### config.mk
export PLATFORM = sky130hd
export DESIGN_NAME = max_heap_priority_queue
export DESIGN_NICKNAME = d
export VERILOG_FILES = /design/src/hw/rtl/mhpq_pkg.sv /design/src/hw/rtl/max_heap_priority_queue.sv /design/src/hw/rtl/mhpq_ram.sv /design/src/hw/rtl/mhpq_ctrl.sv /design/src/hw/rtl/mhpq_dp.sv
export SDC_FILE = /design/constraint.sdc
export NUM_CORES = 2
export LEC_CHECK = 0
export ABC_AREA = 1
export BUFFER_PORTS_ARGS = -buffer_cell sky130_fd_sc_hd__buf_4
export CAP_MARGIN = 40
export CORE_ASPECT_RATIO = 1.75
export CORE_MARGIN = 3
export CORE_UTILIZATION = 45
export DETAILED_ROUTE_END_ITERATION = 10
export HOLD_SLACK_MARGIN = 0.08
export PLACE_DENSITY = 0.6
export SLEW_MARGIN = 20
export SYNTH_ARGS = -nofsm -noshare
export SYNTH_HDL_FRONTEND = slang
export SYNTH_SLANG_ARGS = --single-unit
### constraint.sdc
create_clock -name i_clk -period 20.7 [get_ports i_clk]
set_input_delay 2.07 -clock i_clk [delete_from_list [all_inputs] [get_ports i_clk]]
set_output_delay 2.07 -clock i_clk [all_outputs]
set_load 0.05 [all_outputs]
### src/hw/rtl/mhpq_pkg.sv
// Shared types and constants of the max-heap priority queue.
// Used by the controller, the datapath and the top level; depends on nothing.
`default_nettype none

package mhpq_pkg;

    localparam int DATA_W       = 32;
    localparam int CNT_OUT_W    = 7;
    localparam int OUT_DATA_W   = 2 * DATA_W + CNT_OUT_W + 1;
    localparam int CAPACITY_DEF = 64;

    localparam logic OP_PUSH = 1'b0;
    localparam logic OP_POP  = 1'b1;

    typedef enum logic [1:0] {
        ST_OK    = 2'd0,
        ST_FULL  = 2'd1,
        ST_EMPTY = 2'd2
    } t_status;

    // Commands from the controller to the datapath.
    typedef struct packed {
        logic start;
        logic up_chk;
        logic up_cmp;
        logic last_load;
        logic dn_chk;
        logic dn_cmp;
        logic load_out;
    } t_cmd;

    // Status from the datapath to the controller.
    typedef struct packed {
        logic op_pop;
        logic full;
        logic empty;
        logic count_one;
        logic up_root;
        logic up_more;
        logic dn_leaf;
        logic dn_more;
    } t_stat;

endpackage

`default_nettype wire

### src/hw/rtl/max_heap_priority_queue.sv
// Max-heap priority queue of signed 32-bit values: top level.
// Depends on mhpq_pkg, mhpq_ctrl and mhpq_dp (which holds the mhpq_ram store).
//
// Usage:
// Each request on the slave stream is one operation: tuser selects push (0)
// or pop (1), tdata carries the value to push. Every request yields exactly
// one result on the master stream: the popped value (0 for a push or an
// empty pop), the maximum left in the heap (0 when empty), the entry count
// modulo 128, an empty flag and a status in tuser (0 ok, 1 push dropped
// because full, 2 pop on an empty heap).
// One request at a time: a new request is taken only once the last one has
// finished and its result has been loaded into the result register. A push
// rises one level per check and compare step until it stops or reaches the
// root; a pop moves the last entry to the root and sinks it likewise; a
// dropped push, an empty pop or a pop of the only entry goes straight to the
// result. The sift loop needs one registered store read and one compare per
// level through the single heap store.
// Reset empties the heap at once; the store itself is not cleared.
// If the receiver stalls, the finished result waits in the output register;
// the next request is still taken and worked on, and its result waits until
// the previous one has been taken.
`default_nettype none

module max_heap_priority_queue #(
    parameter int CAPACITY = mhpq_pkg::CAPACITY_DEF
) (
    input  wire logic                            i_clk,
    input  wire logic                            i_rst_n,
    input  wire logic                            i_s_axis_tvalid,
    output logic                                 o_s_axis_tready,
    // tdata: value[31:0]
    input  wire logic [mhpq_pkg::DATA_W-1:0]     i_s_axis_tdata,
    // tuser: operation[0]
    input  wire logic                            i_s_axis_tuser,
    output logic                                 o_m_axis_tvalid,
    input  wire logic                            i_m_axis_tready,
    // tdata: popped_value[31:0], top_value[63:32], entry_count[70:64], is_empty[71]
    output logic      [mhpq_pkg::OUT_DATA_W-1:0] o_m_axis_tdata,
    // tuser: status[1:0]
    output logic      [1:0]                      o_m_axis_tuser
);

    import mhpq_pkg::*;

    t_cmd  cmd;
    t_stat stat;

    mhpq_ctrl u_ctrl (
        .i_clk           (i_clk),
        .i_rst_n         (i_rst_n),
        .i_s_axis_tvalid (i_s_axis_tvalid),
        .o_s_axis_tready (o_s_axis_tready),
        .o_m_axis_tvalid (o_m_axis_tvalid),
        .i_m_axis_tready (i_m_axis_tready),
        .i_stat          (stat),
        .o_cmd           (cmd)
    );

    mhpq_dp #(
        .CAPACITY (CAPACITY)
    ) u_dp (
        .i_clk   (i_clk),
        .i_rst_n (i_rst_n),
        .i_op    (i_s_axis_tuser),
        .i_value (i_s_axis_tdata),
        .i_cmd   (cmd),
        .o_stat  (stat),
        .o_data  (o_m_axis_tdata),
        .o_user  (o_m_axis_tuser)
    );

endmodule

`default_nettype wire

### src/hw/rtl/mhpq_ram.sv
// Generic simple RAM: one write port, two read ports with registered read data.
// Stands alone; used for the heap store.
`default_nettype none

module mhpq_ram #(
    parameter int WIDTH = 32,
    parameter int DEPTH = 64
) (
    input  wire logic                     i_clk,
    input  wire logic                     i_we,
    input  wire logic [$clog2(DEPTH)-1:0] i_waddr,
    input  wire logic [WIDTH-1:0]         i_wdata,
    input  wire logic [$clog2(DEPTH)-1:0] i_raddr_a,
    input  wire logic [$clog2(DEPTH)-1:0] i_raddr_b,
    output logic      [WIDTH-1:0]         o_rdata_a,
    output logic      [WIDTH-1:0]         o_rdata_b
);

    logic [WIDTH-1:0] r_mem [DEPTH];
    logic [WIDTH-1:0] r_rdata_a;
    logic [WIDTH-1:0] r_rdata_b;

    always_ff @(posedge i_clk) begin
        if (i_we) begin
            r_mem[i_waddr] <= i_wdata;
        end
        r_rdata_a <= r_mem[i_raddr_a];
        r_rdata_b <= r_mem[i_raddr_b];
    end

    assign o_rdata_a = r_rdata_a;
    assign o_rdata_b = r_rdata_b;

endmodule

`default_nettype wire

### src/hw/rtl/mhpq_ctrl.sv
// Controller state machine of the max-heap priority queue: sequences the sifts.
// Depends on mhpq_pkg for the command and status structs.
`default_nettype none

module mhpq_ctrl (
    input  wire logic            i_clk,
    input  wire logic            i_rst_n,
    input  wire logic            i_s_axis_tvalid,
    output logic                 o_s_axis_tready,
    output logic                 o_m_axis_tvalid,
    input  wire logic            i_m_axis_tready,
    input  wire mhpq_pkg::t_stat i_stat,
    output mhpq_pkg::t_cmd       o_cmd
);

    import mhpq_pkg::*;

    typedef enum logic [6:0] {
        S_IDLE   = 7'b0000001,
        S_UP_CHK = 7'b0000010,
        S_UP_CMP = 7'b0000100,
        S_LAST   = 7'b0001000,
        S_DN_CHK = 7'b0010000,
        S_DN_CMP = 7'b0100000,
        S_DONE   = 7'b1000000
    } t_state;

    t_state r_state;
    t_state n_state;
    logic   r_ovalid;
    logic   n_ovalid;
    t_cmd   cmd;

    always_comb begin
        n_state = r_state;
        cmd     = '0;
        case (r_state)
            S_IDLE: begin
                if (i_s_axis_tvalid) begin
                    cmd.start = 1'b1;
                    if (i_stat.op_pop) begin
                        if (i_stat.empty || i_stat.count_one) begin
                            n_state = S_DONE;
                        end else begin
                            n_state = S_LAST;
                        end
                    end else if (i_stat.full) begin
                        n_state = S_DONE;
                    end else begin
                        n_state = S_UP_CHK;
                    end
                end
            end
            S_UP_CHK: begin
                cmd.up_chk = 1'b1;
                n_state    = i_stat.up_root ? S_DONE : S_UP_CMP;
            end
            S_UP_CMP: begin
                cmd.up_cmp = 1'b1;
                n_state    = i_stat.up_more ? S_UP_CHK : S_DONE;
            end
            S_LAST: begin
                cmd.last_load = 1'b1;
                n_state       = S_DN_CHK;
            end
            S_DN_CHK: begin
                cmd.dn_chk = 1'b1;
                n_state    = i_stat.dn_leaf ? S_DONE : S_DN_CMP;
            end
            S_DN_CMP: begin
                cmd.dn_cmp = 1'b1;
                n_state    = i_stat.dn_more ? S_DN_CHK : S_DONE;
            end
            S_DONE: begin
                // The result register is refilled only once the last result has gone.
                if (!r_ovalid || i_m_axis_tready) begin
                    cmd.load_out = 1'b1;
                    n_state      = S_IDLE;
                end
            end
            default: begin
                n_state = S_IDLE;
            end
        endcase
    end

    always_comb begin
        n_ovalid = r_ovalid;
        if (cmd.load_out) begin
            n_ovalid = 1'b1;
        end else if (i_m_axis_tready) begin
            n_ovalid = 1'b0;
        end
    end

    always_ff @(posedge i_clk) begin
        if (!i_rst_n) begin
            r_state  <= S_IDLE;
            r_ovalid <= 1'b0;
        end else begin
            r_state  <= n_state;
            r_ovalid <= n_ovalid;
        end
    end

    assign o_s_axis_tready = (r_state == S_IDLE);
    assign o_m_axis_tvalid = r_ovalid;
    assign o_cmd           = cmd;

endmodule

`default_nettype wire

### src/hw/rtl/mhpq_dp.sv
// Datapath of the max-heap priority queue: fill count, root copy, moving entry,
// sift position, heap store and result register. Depends on mhpq_pkg and mhpq_ram.
`default_nettype none

module mhpq_dp #(
    parameter int CAPACITY = mhpq_pkg::CAPACITY_DEF
) (
    input  wire logic                            i_clk,
    input  wire logic                            i_rst_n,
    input  wire logic                            i_op,
    input  wire logic [mhpq_pkg::DATA_W-1:0]     i_value,
    input  wire mhpq_pkg::t_cmd                  i_cmd,
    output mhpq_pkg::t_stat                      o_stat,
    output logic      [mhpq_pkg::OUT_DATA_W-1:0] o_data,
    output logic      [1:0]                      o_user
);

    import mhpq_pkg::*;

    localparam int AW = $clog2(CAPACITY);
    localparam int CW = $clog2(CAPACITY + 1);
    localparam int XW = AW + 2;
    localparam int EW = CW + CNT_OUT_W;
    localparam logic [CW-1:0] CAP_C = CW'(CAPACITY);

    logic [CW-1:0]         r_count, n_count;
    logic [DATA_W-1:0]     r_top, n_top;
    logic [DATA_W-1:0]     r_val, n_val;
    logic [AW-1:0]         r_pos, n_pos;
    t_status               r_status, n_status;
    logic [DATA_W-1:0]     r_popped, n_popped;
    logic [OUT_DATA_W-1:0] r_odata;
    logic [1:0]            r_ouser;

    logic              we;
    logic [AW-1:0]     waddr;
    logic [DATA_W-1:0] wdata;
    logic [AW-1:0]     raddr_a;
    logic [AW-1:0]     raddr_b;
    logic [DATA_W-1:0] rdata_a;
    logic [DATA_W-1:0] rdata_b;

    logic [CW-1:0]     cnt_m1;
    logic [AW-1:0]     pos_m1;
    logic [AW-1:0]     parent;
    logic [XW-1:0]     left_w;
    logic [XW-1:0]     right_w;
    logic [XW-1:0]     count_x;
    logic              left_ok;
    logic              right_ok;
    logic              pick_right;
    logic [DATA_W-1:0] pick_val;
    logic [AW-1:0]     pick_addr;
    logic              up_more;
    logic              dn_more;
    logic [EW-1:0]     count_ext;

    mhpq_ram #(
        .WIDTH (DATA_W),
        .DEPTH (CAPACITY)
    ) u_store (
        .i_clk     (i_clk),
        .i_we      (we),
        .i_waddr   (waddr),
        .i_wdata   (wdata),
        .i_raddr_a (raddr_a),
        .i_raddr_b (raddr_b),
        .o_rdata_a (rdata_a),
        .o_rdata_b (rdata_b)
    );

    assign cnt_m1   = r_count - CW'(1);
    assign pos_m1   = r_pos - AW'(1);
    assign parent   = pos_m1 >> 1;
    assign left_w   = {1'b0, r_pos, 1'b1};
    assign right_w  = left_w + XW'(1);
    assign count_x  = {{(XW - CW){1'b0}}, r_count};
    assign left_ok  = (left_w < count_x);
    assign right_ok = (right_w < count_x);

    // Ties go to the left child: the right one wins only when strictly greater.
    assign pick_right = right_ok && ($signed(rdata_b) > $signed(rdata_a));
    assign pick_val   = pick_right ? rdata_b : rdata_a;
    assign pick_addr  = pick_right ? right_w[AW-1:0] : left_w[AW-1:0];
    assign up_more    = ($signed(r_val) > $signed(rdata_a));
    assign dn_more    = ($signed(pick_val) > $signed(r_val));

    always_comb begin
        n_count  = r_count;
        n_top    = r_top;
        n_val    = r_val;
        n_pos    = r_pos;
        n_status = r_status;
        n_popped = r_popped;
        we       = 1'b0;
        waddr    = r_pos;
        wdata    = r_val;
        raddr_a  = parent;
        raddr_b  = left_w[AW-1:0];

        if (i_cmd.start) begin
            n_status = ST_OK;
            n_popped = '0;
            if (i_op == OP_POP) begin
                if (r_count == '0) begin
                    n_status = ST_EMPTY;
                end else begin
                    // The root leaves; the last entry is fetched to refill it.
                    n_popped = r_top;
                    n_count  = cnt_m1;
                    n_pos    = '0;
                    raddr_a  = cnt_m1[AW-1:0];
                end
            end else if (r_count == CAP_C) begin
                n_status = ST_FULL;
            end else begin
                n_val   = i_value;
                n_pos   = r_count[AW-1:0];
                n_count = r_count + CW'(1);
            end
        end

        // Sifts move a hole rather than swapping, so each level costs one write.
        if (i_cmd.up_chk && (r_pos == '0)) begin
            we    = 1'b1;
            n_top = r_val;
        end

        if (i_cmd.up_cmp) begin
            we = 1'b1;
            if (up_more) begin
                wdata = rdata_a;
                n_pos = parent;
            end
        end

        if (i_cmd.last_load) begin
            n_val = rdata_a;
        end

        if (i_cmd.dn_chk) begin
            raddr_a = left_w[AW-1:0];
            raddr_b = right_ok ? right_w[AW-1:0] : left_w[AW-1:0];
            if (!left_ok) begin
                we = 1'b1;
                if (r_pos == '0) begin
                    n_top = r_val;
                end
            end
        end

        if (i_cmd.dn_cmp) begin
            we = 1'b1;
            if (dn_more) begin
                wdata = pick_val;
                n_pos = pick_addr;
            end
            if (r_pos == '0) begin
                n_top = wdata;
            end
        end
    end

    assign count_ext = {{CNT_OUT_W{1'b0}}, r_count};

    always_ff @(posedge i_clk) begin
        if (!i_rst_n) begin
            r_count <= '0;
        end else begin
            r_count <= n_count;
        end
    end

    always_ff @(posedge i_clk) begin
        r_top    <= n_top;
        r_val    <= n_val;
        r_pos    <= n_pos;
        r_status <= n_status;
        r_popped <= n_popped;
        if (i_cmd.load_out) begin
            r_odata <= {(r_count == '0), count_ext[CNT_OUT_W-1:0],
                        ((r_count == '0) ? {DATA_W{1'b0}} : r_top), r_popped};
            r_ouser <= r_status;
        end
    end

    always_comb begin
        o_stat           = '0;
        o_stat.op_pop    = (i_op == OP_POP);
        o_stat.full      = (r_count == CAP_C);
        o_stat.empty     = (r_count == '0);
        o_stat.count_one = (r_count == CW'(1));
        o_stat.up_root   = (r_pos == '0);
        o_stat.up_more   = up_more;
        o_stat.dn_leaf   = !left_ok;
        o_stat.dn_more   = dn_more;
    end

    assign o_data = r_odata;
    assign o_user = r_ouser;

endmodule

`default_nettype wire

==> metrics <==
largest net degree at the start of global routing approximately 190; total CTS buffers ~210; 1st-iter DRT viols 13570; syn avg cell area between 8 and 9 µm²; die area 280000 µm²; Syn. warnings 0; core area between 200000 and 300000 µm²; Top FF cell, synth edfxtp_1; first-pass GRT wire length 682000 µm; Crit. End Element flop; setup repair bufs after CTS 0; Synth async-reset ratio 0%; DP Area 127000 µm²; drc violations 0; die width around 400 µm; top cells by area, synth edfxtp_1 (53%), nand3_1 (11%), nand2_1 (11%); most frequent cells in the layout nand2_1 (3478), nand3_1 (2719), edfxtp_1 (2188); worst clock skew 0.0394 ns; DP Wirelength 260000 µm; layout cells sized above 1 6.38%; CP Max Fanout 64; io pins between 100 and 150; Hold Buf Count CTS 0; Finished Cell Area 135000 µm²; Rows between 200 and 300; Die H 698 µm; Arr. time, crit path roughly 10 ns; number of I/O port buffers 112; net count of the mapped netlist 14550; Skew-Pair Late Insertion Delay 0.90 ns; Leakage 57.3 nW; P&R area growth vs syn 9.28%; largest area contributor in the netlist edfxtp_1; Synth cell types 52; Worst-path clk slew 0.07 ns; hold crit path type reg2reg; Worst Tran Pin Value roughly 1.1 ns; Fill cells 25445; CTS Sinks 2305; vias in the first global route 101262; Vias 108154; clk root buf clkbuf_16; via/cell ratio just over 6; Setup TNS Final 0 ns; # nets final 14134; total global routing overflow 0; top cell type's share of synthesized area 53.3%; Final Hold Fails 0; FF-to-FF setup slack between 10 and 15 ns; WL final 474000 µm; startpoint types flop; Tmin final 9.25 ns; initial antenna violation count 12; Initial Util 45.3%; wire per inst 26.7 µm; CTS H-Tree Depth 4; Slew HR between 20% and 30%; Max VDD drop 0.311 mV; Resized cells post-CTS 0; gpl congestion approximately 0.9; outcome completed; Final period util 44.7%; mapped cell area about 120000 µm²; sequential share of the synthesized area 55.2%; Mapped Cells 14399; gr usage total between 30% and 40%; remaining antenna violation count 0; Slew Viols, Final 0; synthesis-stage register bit count approximately 2300; RSZ-0062 raised after global routing false; final setup fails 0; Max Freq ~110 MHz; max cap viols 0; CTS tree done; EDFF count, synth 2188; drt pass-1 iters 7; commonest non-fill, non-tap cell in the layout nand2_1; P per Cell Area 168 nW/µm²; Core Util, Final 49.5%; CP Class reg2reg; Longest Clk Path Bufs 4; required time worst endpoint approximately 21 ns
critical path, stage by stage (launching register included):
cell and delay [ns]:
dfxtp_4 0.62, buf_4 0.61, inv_8 0.28, nor2_1 0.23
inv_1 0.08, nor2_1 0.16, inv_1 0.06, nand2_1 0.14
inv_1 0.06, ha_1 0.26, and3_1 0.15, nand2_1 0.10
nand3_4 0.43, buf_4 0.78, buf_4 0.35, buf_16 0.32
buf_4 0.56, buf_4 0.67, buf_4 0.65, buf_4 0.77
buf_4 0.74, o21ai_0 0.17, nand2_1 0.09, nand3_1 0.09
nand3_1 0.12, nand3_1 0.13, nand3_1 0.13, nand2_1 0.07
synthesized netlist by cell type, types with 2 or more instances:
master	count
a211oi_1	5
a21oi_1	328
a221oi_1	2
a31oi_1	3
and2_1	19
and3_1	2
buf_1	53
buf_2	628
buf_4	38
buf_6	23
clkbuf_1	322
clkinv_1	7
dfxtp_1	117
edfxtp_1	2188
ha_1	114
inv_1	1900
inv_2	19
nand2_1	3479
nand2_2	4
nand2_4	3
nand3_1	2720
nand3_2	2
nand3b_1	3
nand4_1	771
nor2_1	555
nor2_2	4
nor2_4	3
nor2_8	3
nor3_1	9
nor4_1	4
nor4_2	2
o211ai_1	63
o21a_1	18
o21ai_0	819
o21ai_1	136
o21ai_2	3
o21bai_1	2
o22ai_1	5
or2_2	2
xor2_1	9
worst paths after layout:
path                                        start                    endpoint  cells after the start
worst max register to register      u_dp.r_pos[0]  u_dp.u_store.o_rdata_b[19]                     27
worst max-delay path                u_dp.r_pos[0]  u_dp.u_store.o_rdata_b[19]                     27
worst min-delay path            u_dp.r_popped[29]             u_dp.o_data[29]                      0
worst min register to register  u_dp.r_popped[29]             u_dp.o_data[29]                      0
layer usage:
| metal | routed length [µm] | global-route usage [%] | up-vias |
|---|---|---|---|
| li1 | - | - | 47800 |
| met2 | 221000 | 53.8 | 6829 |
| met3 | 51200 | 6.07 | 1696 |
| met1 | 169000 | 39.7 | 51821 |
| met4 | 32800 | 19.8 | 8 |
| met5 | 59 | 0 | - |
final cells by class:
| class | count | area, µm² | area share, % |
|---|---|---|---|
| Timing Repair Buffer | 432 | 4140 | 3.07 |
| Clock inverter | 124 | 1230 | 0.912 |
| Tap cell | 3570 | 4470 | 3.32 |
| Sequential cell | 2305 | 68000 | 50.5 |
| Multi-Input combinational cell | 9104 | 43800 | 32.5 |
| Clock buffer | 265 | 5680 | 4.22 |
| Inverter | 1926 | 7280 | 5.41 |
| Antenna cell | 9 | 22.5 | 0.0167 |
logic make-up (layout without fill, tap and decap cells):
group	Yosys count	count (layout)	share of synthesized area (%)
flops	2305	2305	55.2
xor+xnor	10	10	0.0711
simple gates	7590	7590	27.7
compound gates	1390	1390	5.86
buf+inv	2990	2747	10.0
other cells	0	9	0
fa+ha+maj	114	114	1.16
flip-flops by register name, summed over array words and instances (netlist names):
signal,count
u_dp.r_status,2
u_dp.u_store.o_rdata_b,32
u_ctrl.r_state,7
u_dp.u_store.o_rdata_a,32
u_dp.r_pos,6
u_dp.r_popped,32
u_dp.r_count,7
u_dp.o_user,2
u_dp.r_val,32
u_dp.r_top,32
u_dp.o_data,72
u_dp.u_store.r_mem,2048
u_ctrl.o_m_axis_tvalid,1
through the flow:
step / power (mW) / worst slack (ns) / std cells / hold slack [ns]
finish: 22.7 / 11.45 / 17735 / 0.419
detailed placement: 18.3 / 11.46 / 17328 / 0.405
global route: 23.6 / 11.18 / 17727 / 0.429
floorplan: 13.6 / 12.52 / 14399 / 0.400
global placement: 18.2 / 11.52 / 17294 / 0.401
CTS: 22.3 / 11.46 / 17717 / 0.420
where the power goes:
part	leakage [nW]	internal (mW)	switching [mW]	total, mW
Sequential	20.7	5.48	0.164	5.64
Combinational	33.3	3.19	9.78	13.0
Clock	3.37	2.23	1.82	4.06
No activity file was read; power rests on OpenSTA's default activity.
